===== config.mk =====
export PLATFORM = sky130hd
export DESIGN_NAME = socks_request_parser
export DESIGN_NICKNAME = d
export VERILOG_FILES = /design/src/rtl/sockp_pkg.sv /design/src/rtl/sockp_step.sv /design/src/rtl/socks_request_parser.sv
export SDC_FILE = /design/constraint.sdc
export NUM_CORES = 1
export LEC_CHECK = 0
export ABC_CLOCK_PERIOD_IN_PS = 3800
export BUFFER_PORTS_ARGS = -buffer_cell sky130_fd_sc_hd__buf_2
export CAP_MARGIN = 20
export CORE_ASPECT_RATIO = 0.8
export CORE_MARGIN = 10
export CORE_UTILIZATION = 53
export CTS_CLUSTER_SIZE = 24
export DETAILED_ROUTE_END_ITERATION = 8
export PLACE_DENSITY = 0.82
export RECOVER_POWER = 25
export SLEW_MARGIN = 20
export SYNTH_ARGS = -nofsm -noshare
export SYNTH_HDL_FRONTEND = slang
export SYNTH_SLANG_ARGS = --single-unit

===== constraint.sdc =====
create_clock -name clk_i -period 3.8 [get_ports clk_i]
set_clock_uncertainty 0.05 [all_clocks]
set_input_delay 0.57 -clock clk_i [delete_from_list [all_inputs] [get_ports clk_i]]
set_output_delay 0.57 -clock clk_i [all_outputs]
set_load 0.02 [all_outputs]

===== src/rtl/sockp_pkg.sv =====
`default_nettype none

package sockp_pkg;

  typedef enum logic [3:0] {
    PhVer      = 4'd0,
    PhAuthNum  = 4'd1,
    PhAuth     = 4'd2,
    PhReqVer   = 4'd3,
    PhCmd      = 4'd4,
    PhRsv      = 4'd5,
    PhAtyp     = 4'd6,
    PhIpv4     = 4'd7,
    PhIpv6     = 4'd8,
    PhHostSize = 4'd9,
    PhHost5    = 4'd10,
    PhPort     = 4'd11,
    PhIdent    = 4'd12,
    PhHost4a   = 4'd13,
    PhDone     = 4'd14,
    PhDead     = 4'd15
  } phase_e;

  typedef enum logic [2:0] {
    EvConsumed = 3'd0,
    EvAddr     = 3'd1,
    EvAuth     = 3'd2,
    EvAccept   = 3'd3,
    EvFail     = 3'd4,
    EvTerm     = 3'd5,
    EvPayload  = 3'd6
  } event_e;

  typedef enum logic [1:0] {
    RsnGeneral  = 2'd0,
    RsnCommand  = 2'd1,
    RsnAddress  = 2'd2,
    RsnHostLong = 2'd3
  } reason_e;

  localparam logic [2:0] Ver4 = 3'd4;
  localparam logic [2:0] Ver5 = 3'd5;

  localparam logic [1:0] CmdConnect = 2'd1;
  localparam logic [1:0] CmdBind    = 2'd2;
  localparam logic [1:0] CmdUdp     = 2'd3;

  localparam logic [2:0] AkIpv4   = 3'd1;
  localparam logic [2:0] AkDomain = 3'd3;
  localparam logic [2:0] AkIpv6   = 3'd4;

  localparam logic [7:0] HostMax    = 8'd255;
  localparam logic [7:0] Ipv6Bytes  = 8'd16;
  localparam logic [7:0] Ipv4Bytes  = 8'd4;
  localparam logic [7:0] PortBytes  = 8'd2;
  localparam logic [7:0] MethodNone = 8'd0;

  // ".i2p", entry 0 first
  localparam logic [3:0][7:0] Needle = {8'h70, 8'h32, 8'h69, 8'h2e};

  typedef struct packed {
    phase_e      phase;
    logic [2:0]  ver;
    logic [1:0]  cmd;
    logic [2:0]  akind;
    logic [7:0]  left;
    logic [15:0] port;
    logic [31:0] ipv4;
    logic        s4a;
    logic [7:0]  hcount;
    logic [1:0]  prog;
    logic        found;
    logic        auth_none;
  } state_t;

  localparam state_t StateReset = '{
    phase:     PhVer,
    ver:       Ver5,
    cmd:       CmdConnect,
    akind:     AkIpv4,
    left:      8'd0,
    port:      16'd0,
    ipv4:      32'd0,
    s4a:       1'b0,
    hcount:    8'd0,
    prog:      2'd0,
    found:     1'b0,
    auth_none: 1'b0
  };

  typedef struct packed {
    event_e      ev;
    logic [7:0]  dout;
    reason_e     reason;
    logic [2:0]  version;
    logic [1:0]  cmd;
    logic [2:0]  akind;
    logic [15:0] port;
    logic [31:0] ipv4;
    logic [7:0]  hlen;
    logic [7:0]  auth;
  } result_t;

endpackage

`default_nettype wire


===== src/rtl/sockp_step.sv =====
`default_nettype none

module sockp_step (
  input  sockp_pkg::state_t  state_i,
  input  logic               new_session_i,
  input  logic [7:0]         data_i,
  output sockp_pkg::state_t  state_o,
  output sockp_pkg::result_t result_o
);
  import sockp_pkg::*;

  state_t     cur;
  state_t     nxt;
  event_e     ev;
  reason_e    rsn;
  logic [7:0] dout;
  logic [7:0] left_dec;
  logic [1:0] prog_mt;
  logic       found_mt;
  logic [31:0] ipv4_sh;

  assign cur      = new_session_i ? StateReset : state_i;
  assign left_dec = cur.left - 8'd1;
  assign ipv4_sh  = {cur.ipv4[23:0], data_i};

  // ".i2p" matcher, restarts on a dot after a mismatch
  always_comb begin
    found_mt = cur.found;
    if (data_i == Needle[cur.prog]) begin
      if (cur.prog == 2'd3) begin
        found_mt = 1'b1;
        prog_mt  = 2'd0;
      end else begin
        prog_mt = cur.prog + 2'd1;
      end
    end else begin
      prog_mt = (data_i == Needle[0]) ? 2'd1 : 2'd0;
    end
  end

  always_comb begin
    nxt  = cur;
    ev   = EvConsumed;
    rsn  = RsnGeneral;
    dout = 8'd0;

    case (cur.phase)
      PhVer: begin
        if (data_i == 8'd4) begin
          nxt.ver   = Ver4;
          nxt.phase = PhCmd;
        end else if (data_i == 8'd5) begin
          nxt.ver   = Ver5;
          nxt.phase = PhAuthNum;
        end else begin
          nxt.ver   = 3'd0;
          nxt.phase = PhDead;
          ev        = EvTerm;
        end
      end
      PhAuthNum: begin
        nxt.left = data_i;
        if (data_i == 8'd0) begin
          nxt.phase = PhDead;
          ev        = EvFail;
        end else begin
          nxt.phase = PhAuth;
        end
      end
      PhAuth: begin
        nxt.left      = left_dec;
        nxt.auth_none = cur.auth_none | (data_i == MethodNone);
        if (left_dec == 8'd0) begin
          ev        = EvAuth;
          nxt.phase = nxt.auth_none ? PhReqVer : PhDead;
        end
      end
      PhReqVer: begin
        if (data_i != 8'd5) begin
          nxt.phase = PhDead;
          ev        = EvFail;
        end else begin
          nxt.phase = PhCmd;
        end
      end
      PhCmd: begin
        if (data_i == {6'd0, CmdConnect} || data_i == {6'd0, CmdBind} ||
            (data_i == {6'd0, CmdUdp} && cur.ver == Ver5)) begin
          nxt.cmd = data_i[1:0];
          if (cur.ver == Ver5) begin
            nxt.phase = PhRsv;
          end else begin
            nxt.left  = PortBytes;
            nxt.phase = PhPort;
          end
        end else begin
          nxt.phase = PhDead;
          ev        = EvFail;
        end
      end
      PhRsv: begin
        if (data_i != 8'd0) begin
          nxt.phase = PhDead;
          ev        = EvFail;
        end else begin
          nxt.phase = PhAtyp;
        end
      end
      PhAtyp: begin
        if (data_i == {5'd0, AkIpv4}) begin
          nxt.akind = AkIpv4;
          nxt.ipv4  = 32'd0;
          nxt.left  = Ipv4Bytes;
          nxt.phase = PhIpv4;
        end else if (data_i == {5'd0, AkIpv6}) begin
          nxt.akind = AkIpv6;
          nxt.left  = Ipv6Bytes;
          nxt.phase = PhIpv6;
        end else if (data_i == {5'd0, AkDomain}) begin
          nxt.phase = PhHostSize;
        end else begin
          nxt.phase = PhDead;
          ev        = EvFail;
        end
      end
      PhIpv4: begin
        nxt.ipv4 = ipv4_sh;
        nxt.left = left_dec;
        if (left_dec == 8'd0) begin
          if (cur.ver == Ver5) begin
            nxt.left  = PortBytes;
            nxt.phase = PhPort;
          end else begin
            // 0.0.0.x with x nonzero announces a hostname after the ident
            nxt.s4a   = (ipv4_sh[31:8] == 24'd0) && (ipv4_sh[7:0] != 8'd0);
            nxt.phase = PhIdent;
          end
        end
      end
      PhIpv6: begin
        ev       = EvAddr;
        dout     = data_i;
        nxt.left = left_dec;
        if (left_dec == 8'd0) begin
          nxt.left  = PortBytes;
          nxt.phase = PhPort;
        end
      end
      PhHostSize: begin
        nxt.akind  = AkDomain;
        nxt.hcount = 8'd0;
        nxt.prog   = 2'd0;
        nxt.found  = 1'b0;
        nxt.left   = data_i;
        if (data_i == 8'd0) begin
          nxt.left  = PortBytes;
          nxt.phase = PhPort;
        end else begin
          nxt.phase = PhHost5;
        end
      end
      PhHost5: begin
        if (cur.hcount >= HostMax) begin
          nxt.phase = PhDead;
          ev        = EvFail;
          rsn       = RsnHostLong;
        end else begin
          ev         = EvAddr;
          dout       = data_i;
          nxt.hcount = cur.hcount + 8'd1;
          nxt.prog   = prog_mt;
          nxt.found  = found_mt;
          nxt.left   = left_dec;
          if (left_dec == 8'd0) begin
            nxt.left  = PortBytes;
            nxt.phase = PhPort;
          end
        end
      end
      PhPort: begin
        nxt.port = {cur.port[7:0], data_i};
        nxt.left = left_dec;
        if (left_dec == 8'd0) begin
          if (cur.ver == Ver5) begin
            if (cur.cmd != CmdConnect) begin
              nxt.phase = PhDead;
              ev        = EvFail;
              rsn       = RsnCommand;
            end else if (cur.akind != AkDomain || !cur.found) begin
              nxt.phase = PhDead;
              ev        = EvFail;
              rsn       = RsnAddress;
            end else begin
              nxt.phase = PhDone;
              ev        = EvAccept;
            end
          end else begin
            nxt.akind = AkIpv4;
            nxt.ipv4  = 32'd0;
            nxt.left  = Ipv4Bytes;
            nxt.phase = PhIpv4;
          end
        end
      end
      PhIdent: begin
        if (data_i == 8'd0) begin
          if (!cur.s4a) begin
            // SOCKS4 never carries a domain, so only the command decides
            nxt.phase = PhDead;
            ev        = EvFail;
            rsn       = (cur.cmd != CmdConnect) ? RsnCommand : RsnAddress;
          end else begin
            nxt.akind  = AkDomain;
            nxt.hcount = 8'd0;
            nxt.prog   = 2'd0;
            nxt.found  = 1'b0;
            nxt.phase  = PhHost4a;
          end
        end
      end
      PhHost4a: begin
        if (data_i == 8'd0) begin
          if (cur.cmd != CmdConnect) begin
            nxt.phase = PhDead;
            ev        = EvFail;
            rsn       = RsnCommand;
          end else if (cur.akind != AkDomain || !cur.found) begin
            nxt.phase = PhDead;
            ev        = EvFail;
            rsn       = RsnAddress;
          end else begin
            nxt.phase = PhDone;
            ev        = EvAccept;
          end
        end else if (cur.hcount >= HostMax) begin
          nxt.phase = PhDead;
          ev        = EvFail;
          rsn       = RsnHostLong;
        end else begin
          ev         = EvAddr;
          dout       = data_i;
          nxt.hcount = cur.hcount + 8'd1;
          nxt.prog   = prog_mt;
          nxt.found  = found_mt;
        end
      end
      PhDone: begin
        ev   = EvPayload;
        dout = data_i;
      end
      default: begin
        nxt.phase = PhDead;
        ev        = EvTerm;
      end
    endcase
  end

  assign state_o = nxt;

  always_comb begin
    result_o.ev      = ev;
    result_o.dout    = dout;
    result_o.reason  = rsn;
    result_o.version = (nxt.phase == PhVer) ? 3'd0 : nxt.ver;
    result_o.cmd     = nxt.cmd;
    result_o.akind   = nxt.akind;
    result_o.port    = nxt.port;
    result_o.ipv4    = nxt.ipv4;
    result_o.hlen    = nxt.hcount;
    result_o.auth    = nxt.auth_none ? 8'd0 : 8'd255;
  end

endmodule

`default_nettype wire


===== src/rtl/socks_request_parser.sv =====
// SOCKS4/4a/5 client request parser, one client byte per transfer.
//
// Input channel (in_valid_i/in_ready_o): new_session_i and data_byte_i.
// new_session_i set on a transfer clears all parse state before that byte
// is parsed. Output channel (out_valid_o/out_ready_i): exactly one result
// per input byte, carrying the event code, the passed byte, the failure
// reason and a snapshot of the parsed request fields.
//
// The parse state is updated and the result is registered at the edge
// that takes the byte. Throughput is one byte per cycle unless the
// receiver stalls; the single result register is the only buffer, so
// in_ready_o is high whenever the result register is empty or is drained
// in that cycle. A stalled receiver therefore stalls the sender one for
// one, and a held result keeps its value until transferred.
//
// Reset puts the parser in the await-version phase (version 5, CONNECT,
// IPv4 defaults) and empties the result register.
`default_nettype none

module socks_request_parser (
  input  logic        clk_i,
  input  logic        rst_ni,
  input  logic        in_valid_i,
  output logic        in_ready_o,
  input  logic        new_session_i,
  input  logic [7:0]  data_byte_i,
  output logic        out_valid_o,
  input  logic        out_ready_i,
  output logic [2:0]  event_res_o,
  output logic [7:0]  data_byte_out_o,
  output logic [1:0]  fail_reason_o,
  output logic [2:0]  version_o,
  output logic [1:0]  command_code_o,
  output logic [2:0]  address_kind_o,
  output logic [15:0] dest_port_o,
  output logic [31:0] ipv4_address_o,
  output logic [7:0]  host_length_o,
  output logic [7:0]  auth_method_o
);
  import sockp_pkg::*;

  state_t  state_q, state_d;
  result_t res_q, res_d;
  logic    out_valid_q;
  logic    take;

  assign in_ready_o = !out_valid_q || out_ready_i;
  assign take       = in_valid_i && in_ready_o;

  sockp_step u_step (
    .state_i       (state_q),
    .new_session_i (new_session_i),
    .data_i        (data_byte_i),
    .state_o       (state_d),
    .result_o      (res_d)
  );

  always_ff @(posedge clk_i or negedge rst_ni) begin
    if (!rst_ni) begin
      state_q     <= StateReset;
      out_valid_q <= 1'b0;
    end else begin
      if (take) begin
        state_q <= state_d;
      end
      if (take) begin
        out_valid_q <= 1'b1;
      end else if (out_ready_i) begin
        out_valid_q <= 1'b0;
      end
    end
  end

  always_ff @(posedge clk_i) begin
    if (take) begin
      res_q <= res_d;
    end
  end

  assign out_valid_o     = out_valid_q;
  assign event_res_o     = res_q.ev;
  assign data_byte_out_o = res_q.dout;
  assign fail_reason_o   = res_q.reason;
  assign version_o       = res_q.version;
  assign command_code_o  = res_q.cmd;
  assign address_kind_o  = res_q.akind;
  assign dest_port_o     = res_q.port;
  assign ipv4_address_o  = res_q.ipv4;
  assign host_length_o   = res_q.hlen;
  assign auth_method_o   = res_q.auth;

endmodule

`default_nettype wire


==> reports/results.txt <==
Initial DRC count -> 1154
CP Launch Type -> register
Max_cap viols -> 1
Most frequent cells in the layout -> nand2_1 (113), buf_2 (80), edfxtp_1 (78), dfrtp_1 (78), a22o_1 (68)
Mean Syn Cell Area -> 10.36 um2
Final Util -> 62.10%
Clk root buf -> clkbuf_16
Final Hold Slack -> 0.3022 ns
Leak pwr -> 3.986 nW
CP endpoint kind -> register
Post-synth top area share -> 27.55%
Die W -> 161.6 um
Syn Nets -> 840
Port bufs -> 99
Run status -> finished with violations
Vias in the first global route -> 6817
DRT Pass-1 Iters -> 6
WL/cell -> 22.36 um
Worst-Margin Slew -> 2.144 ns
Synth top area cells -> edfxtp_1 (28%), dfrtp_1 (23%), a22o_1 (7.0%), nand2_1 (5.0%), mux2_2 (2.3%)
RSZ-0062 raised after global routing -> false
Post-Syn Area -> 8502 um2
Synthesized instance count -> 821
Violated checks -> max-capacitance violations, max-slew violations
Sequential-to-total area share from yosys stat -> 51.74%
Setup Slack @ Placement -> 0.6425 ns
Final period util -> 80.77%
Worst-Skew Late Latency -> 0.43 ns
Top_reg_cell synth -> edfxtp_1
Commonest non-fill, non-tap cell in the layout -> nand2_1
Worst Hold Launch -> in_valid_i
Layout area overhead -> 15.03%
Count of cell types in the netlist -> 80
DIE AREA -> 21540 um2
Hold Vio Cnt, Final -> 0
Slowest CP cell -> dfrtp_1
Peak supply drop -> 379.5 uV
Worst reg2reg path depth -> 6
Max Freq -> 0.3258 GHz
Routed WL -> 25.36 mm
Ys Warns -> 0
Drt via density -> 6.472
CP startpoint -> state_q[79]$_DFFE_PN0P_
WP data arrival -> 3.39 ns
CTS Buf Count -> 17
Total Routing Usage GR -> 23.20%
Power per cell area -> 547.2 nW/um2
CTS max path bufs -> 2
CTS tree -> yes
Overall power -> 5.351 mW
Post-route setup slack -> 0.7309 ns
Filler cells -> 1282
Antenna-violating nets left -> 0
Effective utilization at floorplan -> 53.98%
Min-Delay Path Depth -> 2
Remaining DRCs -> 0
FF-to-FF End -> state_q[3]$_DFFE_PN0P_
Detail Placement HPWL -> 17.23 mm
Relative slew slack -> -42.90%
I/O pins -> 100
Layout cells sized above 1 -> 20.13%
Post-synth EDFFs -> 78
Antenna violations before repair -> 0
Row count -> 41
Post-CTS setup buffer count -> 0
Hold buffer count at CTS -> 0
Final Slew Violations -> 38
Synth area leader -> edfxtp_1
Final Non-Filler Cells -> 1134
Reg2Reg Setup Slack -> 0.73 ns
Critical path peak fanout -> 22
Fraction of registers with async set/reset -> 51.25%
RR Startpoint -> state_q[79]$_DFFE_PN0P_
FF+latch count, synth -> 160
Sinks on Clock Net -> 160
Setup CP Type -> reg2reg
Total number of vias -> 7339
Setup-failing EPs final -> 0
Nets -> 925
Die Y -> 133.3 um
Core area -> 15750 um2
Ant diodes -> 0
Sequence of cells on the critical path -> nand2b_1, nor3_2, a21oi_2, nor4_1, a22oi_1, nand2_1
Cts repair resizes -> 0
GRT Residual Overflow -> 0
Hold Path End -> out_valid_o$_DFFE_PN0P_
RD Place Congestion -> 1.107
First-pass GRT wire length -> 39.80 mm
Critical Path RT -> 4.12 ns
HP Class -> in2reg
Max stage delay on crit path -> 0.85 ns
Clk slew on worst S/H paths -> 0.07 ns
Fin Setup TNS -> 0 ns
Placed cell area -> 9235 um2
Minimum clock period -> 3.069 ns
H-tree levels -> 4
Largest net degree at the start of global routing -> 66
Fin area -> 9779 um2
# placed instances -> 1102
-- area by class of cell --
class | instances | area, um2 | area share, %
sequential | 160 | 4399 | 44.98
multi-input combinational | 580 | 3755 | 38.40
timing repair buffer | 134 | 726.9 | 7.433
clock buffer | 18 | 429.2 | 4.388
tap | 215 | 269.0 | 2.751
clock inverter | 14 | 148.9 | 1.523
inverter | 13 | 51.30 | 0.5246
-- synthesized netlist by cell type, types with 5 or more instances --
cell type / number
a31oi_1: 11
nor2_1: 39
clkbuf_1: 35
buf_2: 17
inv_1: 11
nand2_1: 113
nor4_1: 17
a211oi_1: 6
nor2b_1: 15
edfxtp_1: 78
o31a_1: 6
o31ai_1: 5
a22o_1: 68
ha_1: 6
buf_1: 8
o21ai_1: 7
a22oi_1: 6
o21ai_0: 35
a211o_1: 7
xnor2_1: 9
and2_1: 12
nand2b_1: 15
buf_4: 7
mux2_2: 17
o221ai_1: 5
nor3b_1: 7
nand3_1: 20
dfrtp_1: 78
and4_1: 5
a21oi_1: 28
nand4_1: 13
nor3_1: 15
-- flip-flops by register name, summed over array words and instances (netlist names) --
signal           count
version_o            3
data_byte_out_o      8
out_valid_o          1
dest_port_o         16
address_kind_o       3
ipv4_address_o      32
auth_method_o        1
command_code_o       2
host_length_o        8
fail_reason_o        2
state_q             81
event_res_o          3
-- where the power goes --
group          internal [mW]  switching [mW]  total, mW
sequential              1.99           0.236       2.23
combinational          0.515           0.931       1.45
clock                  0.924           0.754       1.68
-- layer usage --
layer	global-route usage (%)	wire [um]
met2	30.96	10320
met5	0	0
met1	33.46	11170
met4	8.779	811
met3	8.128	3056
-- critical path: cells and delay by family, from the launching register on --
family,cells,cell delay (ns)
AO/OA/AOI/OAI,2,0.43
flip-flops,1,0.85
AND/OR/NAND/NOR,4,1.68
-- worst max path at each step --
stage	slack, ns	end
final	0.73	state_q[3]$_DFFE_PN0P_
after global routing	0.34	state_q[38]$_DFFE_PN0P_
after CTS	0.88	state_q[73]$_DFFE_PN0P_
after detailed placement	0.64	state_q[73]$_DFFE_PN0P_
after global placement	0.47	state_q[73]$_DFFE_PN0P_
after floorplan	0.18	state_q[63]$_DFFE_PN0P_
-- cell families (layout without fill, tap and decap cells) --
logic type / after synthesis / in the layout / synth area share, %
AND/OR/NAND/NOR: 309 / 309 / 18.96
AO/OA/AOI/OAI: 230 / 230 / 20.01
flip-flops: 160 / 160 / 51.74
buffers and inverters: 81 / 179 / 4.224
multiplexers: 21 / 21 / 2.723
XOR/XNOR: 13 / 13 / 1.339
adder cells (fa/ha/maj): 7 / 7 / 1.001
Power figures use the tool's default switching activity.
